**config.mk**
```make
export PLATFORM = sky130hd
export DESIGN_NAME = rlm_mul
export DESIGN_NICKNAME = d
export VERILOG_FILES = /design/src/hw/rtl/rlm_pkg.sv /design/src/hw/rtl/rlm_mul.sv
export SDC_FILE = /design/constraint.sdc
export NUM_CORES = 2
export LEC_CHECK = 0
export BUFFER_PORTS_ARGS = -buffer_cell sky130_fd_sc_hd__buf_2
export CORE_ASPECT_RATIO = 0.8
export CORE_MARGIN = 2
export CORE_UTILIZATION = 25
export CTS_CLUSTER_DIAMETER = 40
export CTS_CLUSTER_SIZE = 28
export DETAILED_ROUTE_END_ITERATION = 8
export GPL_TIMING_DRIVEN = 0
export MAX_ROUTING_LAYER = met4
export PLACE_DENSITY = 0.43
export SYNTH_ARGS = -nofsm -noshare
export SYNTH_HDL_FRONTEND = slang
export SYNTH_SLANG_ARGS = --single-unit
```
**constraint.sdc**
```tcl
create_clock -name clock -period 12.31 [get_ports clock]
set_input_delay 0 -clock clock [delete_from_list [all_inputs] [get_ports clock]]
set_output_delay 0 -clock clock [all_outputs]
set_load 0.01 [all_outputs]
```
**src/hw/rtl/rlm_pkg.sv**
```systemverilog
// ----------------------------------------------------------------------------
// Radio level meter package
// Shared widths, codes, reading descriptors and the multiplier operand size.
// ----------------------------------------------------------------------------
package rlm_pkg;

   // Fixed number formats
   localparam int SAMPLE_BITS   = 16;
   localparam int EMA_FRAC_BITS = 20;
   localparam int DB_FRAC_BITS  = 6;
   localparam int DB_SHIFT      = 32 - DB_FRAC_BITS;
   localparam int LOG_FRAC      = 16;
   localparam int MANT_W        = 31;
   localparam int LOG_K         = 197283;
   localparam int BUF_LEN_DEF   = 4096;

   // Transmit average storage, split in two halves for the decay product
   localparam int EMA_W     = 52;
   localparam int EMA_SPLIT = 26;
   localparam int EMA_CNT   = 5;

   // Shared multiplier operand and product widths
   localparam int MUL_W  = 33;
   localparam int PROD_W = 2 * MUL_W;

   // Log scale offsets (power of two of full scale)
   localparam int SCALE_PEAK = SAMPLE_BITS - 1;
   localparam int SCALE_POW  = 2 * (SAMPLE_BITS - 1);
   localparam int SCALE_GAIN = 16;
   localparam int SCALE_EMA  = EMA_FRAC_BITS + 2 * (SAMPLE_BITS - 1);

   // Readings for a zero operand
   localparam logic signed [15:0] DB_FLOOR_200 = 16'(-200 * (1 << DB_FRAC_BITS));
   localparam logic signed [15:0] DB_FLOOR_320 = 16'(-320 * (1 << DB_FRAC_BITS));
   localparam logic signed [15:0] DB_CEIL_160  = 16'(160 * (1 << DB_FRAC_BITS));

   // Reset values of the configuration and the strength average
   localparam logic [15:0]        RX_AVG_COEF_RST = 16'd3277;
   localparam logic [15:0]        TX_EMA_COEF_RST = 16'd524;
   localparam logic signed [15:0] AVG_DB_RST      = DB_FLOOR_200;

   // Configuration register indexes
   localparam logic CSR_RX_AVG_COEF = 1'b0;
   localparam logic CSR_TX_EMA_COEF = 1'b1;

   // Meter kinds of the input samples
   localparam logic [3:0] KIND_RX_PRE  = 4'd0;
   localparam logic [3:0] KIND_RX_FILT = 4'd1;
   localparam logic [3:0] KIND_RX_AGC  = 4'd2;
   localparam logic [3:0] KIND_MIC     = 4'd3;
   localparam logic [3:0] KIND_PWR     = 4'd4;
   localparam logic [3:0] KIND_ALC     = 4'd5;
   localparam logic [3:0] KIND_EQ      = 4'd6;
   localparam logic [3:0] KIND_LEVELER = 4'd7;
   localparam logic [3:0] KIND_COMP    = 4'd8;

   // Meter identifiers of the readings
   localparam logic [3:0] ID_ADC_RE   = 4'd0;
   localparam logic [3:0] ID_ADC_IM   = 4'd1;
   localparam logic [3:0] ID_STRENGTH = 4'd2;
   localparam logic [3:0] ID_AVG_STR  = 4'd3;
   localparam logic [3:0] ID_AGC_GAIN = 4'd4;
   localparam logic [3:0] ID_MIC      = 4'd5;
   localparam logic [3:0] ID_PWR      = 4'd6;
   localparam logic [3:0] ID_ALC      = 4'd7;
   localparam logic [3:0] ID_ALC_GAIN = 4'd8;
   localparam logic [3:0] ID_EQ       = 4'd9;
   localparam logic [3:0] ID_LEVELER  = 4'd10;
   localparam logic [3:0] ID_LVL_GAIN = 4'd11;
   localparam logic [3:0] ID_COMP     = 4'd12;

   // Operand sources of a reading
   localparam logic [2:0] SRC_PEAK_I = 3'd0;
   localparam logic [2:0] SRC_PEAK_Q = 3'd1;
   localparam logic [2:0] SRC_SUM    = 3'd2;
   localparam logic [2:0] SRC_GAIN   = 3'd3;
   localparam logic [2:0] SRC_EMA    = 3'd4;
   localparam logic [2:0] SRC_AVG    = 3'd5;
   localparam logic [2:0] SRC_DIV    = 3'd6;

   // One reading: what to compute and how to tag it
   typedef struct packed {
      logic [3:0]        id;
      logic [2:0]        src;
      logic [5:0]        scale;
      logic              dbl;
      logic              neg;
      logic signed [15:0] zero_val;
      logic              is_last;
   } rlm_rd_type;

   // Reading descriptor for a buffer kind and reading slot
   function automatic rlm_rd_type rd_desc(input logic [3:0] kind, input logic rd);
      rlm_rd_type d;
      d.id       = ID_COMP;
      d.src      = SRC_EMA;
      d.scale    = 6'(SCALE_EMA);
      d.dbl      = 1'b0;
      d.neg      = 1'b1;
      d.zero_val = DB_CEIL_160;
      d.is_last  = 1'b1;
      unique case (kind)
         KIND_RX_PRE: begin
            d.id       = rd ? ID_ADC_IM : ID_ADC_RE;
            d.src      = rd ? SRC_PEAK_Q : SRC_PEAK_I;
            d.scale    = 6'(SCALE_PEAK);
            d.dbl      = 1'b1;
            d.neg      = 1'b0;
            d.zero_val = DB_FLOOR_200;
            d.is_last  = rd;
         end
         KIND_RX_FILT: begin
            d.id       = rd ? ID_AVG_STR : ID_STRENGTH;
            d.src      = rd ? SRC_AVG : SRC_SUM;
            d.scale    = 6'(SCALE_POW);
            d.neg      = 1'b0;
            d.zero_val = DB_FLOOR_200;
            d.is_last  = rd;
         end
         KIND_RX_AGC: begin
            d.id       = ID_AGC_GAIN;
            d.src      = SRC_GAIN;
            d.scale    = 6'(SCALE_GAIN);
            d.dbl      = 1'b1;
            d.neg      = 1'b0;
            d.zero_val = DB_FLOOR_200;
         end
         KIND_MIC: begin
            d.id = ID_MIC;
         end
         KIND_PWR: begin
            d.id  = ID_PWR;
            d.src = SRC_DIV;
            d.neg = 1'b0;
         end
         KIND_ALC, KIND_LEVELER: begin
            d.is_last = rd;
            d.id      = (kind == KIND_ALC) ? (rd ? ID_ALC_GAIN : ID_ALC)
                                           : (rd ? ID_LVL_GAIN : ID_LEVELER);
            if (rd) begin
               d.src      = SRC_GAIN;
               d.scale    = 6'(SCALE_GAIN);
               d.dbl      = 1'b1;
               d.neg      = 1'b0;
               d.zero_val = DB_FLOOR_320;
            end
         end
         KIND_EQ: begin
            d.id = ID_EQ;
         end
         default: begin
            d.id = ID_COMP;
         end
      endcase
      return d;
   endfunction

endpackage

```
**src/hw/rtl/rlm_mul.sv**
```systemverilog
// ----------------------------------------------------------------------------
// Radio level meter shared multiplier
// Signed multiplier with a registered product, shared by the squaring, average and dB scaling steps.
// ----------------------------------------------------------------------------
module rlm_mul (
   input  logic                                clock,
   input  logic signed [rlm_pkg::MUL_W-1:0]    mul_a,
   input  logic signed [rlm_pkg::MUL_W-1:0]    mul_b,
   output logic signed [rlm_pkg::PROD_W-1:0]   prod_ff
);

   logic signed [rlm_pkg::PROD_W-1:0] prod_in;

   // Full-width product, registered once
   assign prod_in = rlm_pkg::PROD_W'(mul_a) * rlm_pkg::PROD_W'(mul_b);

   always_ff @(posedge clock) begin
      prod_ff <= prod_in;
   end

endmodule
```
* Yosys cells after proc, flatten, opt, wreduce, memory -nomap -nowiden
Index checks and enable logic that the tools add are counted. W data, S select, Z words.
Operators by class: multipliers 1
Operator list (count):
- $mul A33 B33 Y66 | 1
Word-level totals: logic and storage cells 2, register bits after elaboration 66, output and inout bits 66

* Logic depth before layout (Yosys ltp)
depth after elaboration 1, mapped depth 29, mapped depth without buffers 27

* Least setup slack after synthesis
No wires, ideal clock.
path kind in2reg, start input port mul_a[32] (netlist bit), end register prod_ff[65] (netlist bit), library setup time 0.072 ns, arrival 7.149 ns, data required time 12.238 ns, slack 5.089 ns, stages on the path 22, cell sequence clkbuf_1 -> nand2_1 -> inv_1 -> fa_1 -> fa_1 -> fa_1 -> fa_1 -> fa_1 -> fa_1 -> fa_1 -> inv_1 -> fa_1 -> inv_1 -> ha_1 -> clkbuf_1 -> a21o_1 -> a21o_1 -> a221o_1 -> a31oi_2 -> o211ai_1 -> o41ai_2 -> xnor2_1
On the way: word-level cells in the longest chain between the ends 1
RTL lines:
- start: declaration | line rlm_mul.sv:7 | input logic signed [rlm_pkg::MUL_W-1:0] mul_a,
- $mul A33 B33 Y66 | line rlm_mul.sv:15 | assign prod_in = rlm_pkg::PROD_W'(mul_a) * rlm_pkg::PROD_W'(mul_b);
- via prod_in, one bit | line rlm_mul.sv:12 | logic signed [rlm_pkg::PROD_W-1:0] prod_in;
- end signal: assignment | line rlm_mul.sv:18 | prod_ff <= prod_in;
- end: declaration | line rlm_mul.sv:9 | output logic signed [rlm_pkg::PROD_W-1:0] prod_ff
The timed path passes the listed nets, and every way through them passes these cells.

* Worst setup path after layout
start input port mul_b[3] (netlist bit), end register prod_ff[59] (netlist bit)
On the way: word-level cells in the longest chain between the ends 1
RTL lines:
- start: declaration | line rlm_mul.sv:8 | input logic signed [rlm_pkg::MUL_W-1:0] mul_b,
- $mul A33 B33 Y66 | line rlm_mul.sv:15
- via prod_in, one bit | line rlm_mul.sv:12
The timed path passes the listed nets, and every way through them passes these cells.

==> summary.md <==
| Metric | Value |
|---|---|
| Number of placement rows | `between 100 and 150` |
| Registers with the most flip-flops | `prod_ff (66)` |
| Fraction of layout cells with a size suffix above 1 | `a little under 4%` |
| Critical path's most frequent cell | `fa_1` |
| First-pass GRT wire length | `around 250000 um` |
| Endpoint class of the critical path | `flop` |
| Net count after synthesis | `between 5000 and 6000` |
| Accumulated negative setup slack | `0 ps` |
| Number of DRC markers in iteration 0 | `around 3200` |
| Clock Sinks | `between 60 and 70` |
| Relative slew slack | `3.22%` |
| Clock tree from TritonCTS | `done` |
| Flip-flop count of the largest register after layout | `66` |
| Sequential Area | `0.00132 sq mm` |
| Endpoint with the worst hold slack | `prod_ff[1]` |
| Max frequency | `~110 MHz` |
| Hold Crit Depth | `3` |
| Final cycle utilization of the critical path | `around three quarters` |
| Type of the worst setup path | `in2reg` |
| Max-cap violations | `0` |
| Cell with the largest stage delay on the worst path | `fa_2` |
| Sequential fraction of the synthesis area | `roughly 3.3%` |
| Core box area | `0.160 sq mm` |
| Final net count | `roughly 5900` |
| Number of enable flip-flop cells after synthesis | `0` |
| List of cells traversed by the critical path | `buf_2, clkbuf_1, nand2_1, inv_1, fa_1, fa_1, fa_1, fa_2, fa_1, fa_1, fa_1, inv_1, fa_1, inv_1, ha_1, clkbuf_1, a21o_1, a211oi_1, a31oi_1, a211oi_2, o21ai_1, o41ai_2, xnor2_1` |
| Time the worst path needs with I/O delays and setup | `9240 ps` |
| IO Port Bufs | `roughly 130` |
| CP peak stage delay | `approximately 1100 ps` |
| Number of global-route vias before repair | `31900` |
| Top reg by flops | `prod_ff` |
| Clock transition at the registers of the reported paths | `around 60 ps` |
| Number of warning messages in the yosys log | `0` |
| Die area | `0.165 sq mm` |
| Worst setup SP type | `primary input` |
| Number of resized instances in the post-cts repair step | `0` |
| Fill count | `17200` |
| Area Growth Syn to Fin | `9.08%` |
| Kind of path behind the tightest hold check | `in2reg` |
| Half-perimeter wire length after detailed placement | `149000 um` |
| Detailed-route wire length per cell | `around 26 um` |
| Number of synthesized register bits | `between 60 and 70` |
| Max Transition Viols Final | `0` |
| Total number of vias | `around 30000` |
| Via count normalized by instance count | `4.53` |
| RSZ-0062 raised after global routing | `no` |
| Number of DRC violations after detailed routing | `0` |
| Initial cell density of the core | `between 20% and 30%` |
| Post-CTS Repair Setup Buffers | `0` |
| All-layer global routing usage | `between 20 and 25%` |
| Antenna violations before repair | `34` |
| Die height | `363 um` |
| Outcome | `finished, final reports clean` |
| CP Buf/Inv Count | `6` |
| Actual transition at the worst max-transition pin | `1450 ps` |
| Cell chosen for the clock root | `clkbuf_16` |
| Maximum number of pins on one net before global-route repair | `27` |
| Initial DRT Pass Iterations | `5` |
| Top flip-flop cell by instance count after synthesis | `dfxtp_1` |
| Hold violation count in the final report | `0` |
| X dimension of the die | `roughly 450 um` |
| TritonCTS Buffers | `9` |
| Wirelength, routed | `about 170000 um` |
| Async SR Flop Fraction | `0%` |
| Post-Syn Area | `0.0404 sq mm` |
| Bufs on Longest Clock Path | `2` |
| Average instance area after synthesis | `between 9 and 10 sq um` |
| Final RePlAce weighted congestion | `approximately 1.0` |
| Logic depth of the worst setup path including buffers | `23` |
| Count of endpoints failing setup in the final report | `0` |
| Top-Level Pins | `between 100 and 150` |
| Family with the most delay on the worst path | `adder cells` |
| ANT nets after route | `0` |
| Most common cell after layout, fill and taps aside | `fa_1` |
| Crit-path max FO | `17` |
| Post-synthesis cell type count | `between 60 and 70` |
| Commonest cells after routing, fill and taps aside | `1144 x fa_1, 1133 x inv_1, 562 x and2_1` |
| Cell count after synthesis | `about 4300` |
| Overflow left after global routing | `0` |
| Data required time at the worst endpoint | `around 13000 ps` |
| H-tree Lvls | `3` |
| Arrival time at the worst endpoint | `9490 ps` |
| Area of the multi-input gates | `0.0340 sq mm` |
| Beginning of the worst hold path | `mul_a[1]` |
cell type report:
class                   instances  area share (%)
flip-flops and latches         66            3.00
well taps                    2128            6.05
diodes                         16          0.0909
clock inverters                 4          0.0767
clock buffers                  12           0.583
repair buffers                133            1.52
inverters                    1133            9.66
multi-input cells            2882            77.1
plain buffers                 221            1.90
through the flow:
step / cell area (sq um) / instances / setup WS [ps] / utilization, % / hold WS (ps)
6_report: 44000 / 6595 / 3070 / 27.6 / 85.2
2_1_floorplan: 40400 / 4302 / 5090 / - / 127
4_1_cts: 44000 / 6579 / 2590 / 27.5 / 40.2
3_5_place_dp: 43700 / 6562 / 2220 / 27.3 / 397
3_3_place_gp: 43700 / 6562 / 2150 / 27.3 / 394
5_1_grt: 44000 / 6587 / 2760 / 27.5 / 88.4
Yosys cell counts (28+ instances only):
| master | n | area share, % |
|---|---|---|
| inv_1 | 1133 | 11 |
| xnor2_1 | 55 | 1.2 |
| fa_1 | 1145 | 57 |
| ha_1 | 217 | 6.7 |
| a21o_1 | 28 | 0.52 |
| a21oi_1 | 73 | 0.91 |
| clkbuf_1 | 220 | 2.0 |
| and2_1 | 562 | 8.7 |
| nand2_1 | 543 | 5.0 |
| nor2_1 | 47 | 0.44 |
| o21ai_0 | 37 | 0.46 |
| dfxtp_1 | 66 | 3.3 |
kinds of logic (layout without fill, tap and decap cells):
| kind of cell | count (synthesis) | after routing | synth area share [%] |
|---|---|---|---|
| adders and majority gates | 1362 | 1362 | 63.5 |
| xor gates and xnor gates | 75 | 75 | 1.63 |
| buffers and inverters | 1354 | 1503 | 12.6 |
| AOI/OAI and AO/OA | 217 | 217 | 3.60 |
| and+or+nand+nor | 1228 | 1228 | 15.4 |
| DFF | 66 | 66 | 3.27 |
| other | 0 | 16 | 0 |
worst max-delay path by stage:
stage,from,slack (ps),end
after floorplan,mul_a[32],5090,prod_ff[65]
after global placement,mul_b[0],2150,prod_ff[59]
after detailed placement,mul_b[3],2220,prod_ff[59]
after CTS,mul_b[3],2590,prod_ff[59]
after global routing,mul_b[0],2760,prod_ff[59]
final,mul_b[3],3070,prod_ff[59]
layer usage:
layer | up-vias | GRT usage [%] | part of all wire, %
li1 | 12500 | - | -
met2 | 1341 | 30.6 | 41
met1 | 15900 | 32.8 | 46
met3 | 160 | 6.33 | 11
met4 | 0 | 4.68 | 2.1
met5 | - | - | 0
timing repair:
| action | in CTS | in global routing |
|---|---|---|
| hold buffers | 1 | 0 |
| endpoints found under the hold margin | 1 | 0 |
| endpoints found under the setup margin | 0 | 0 |
Power is not shown: default switching activity piles up to over one toggle a cycle in this logic, so the estimate is an artifact.
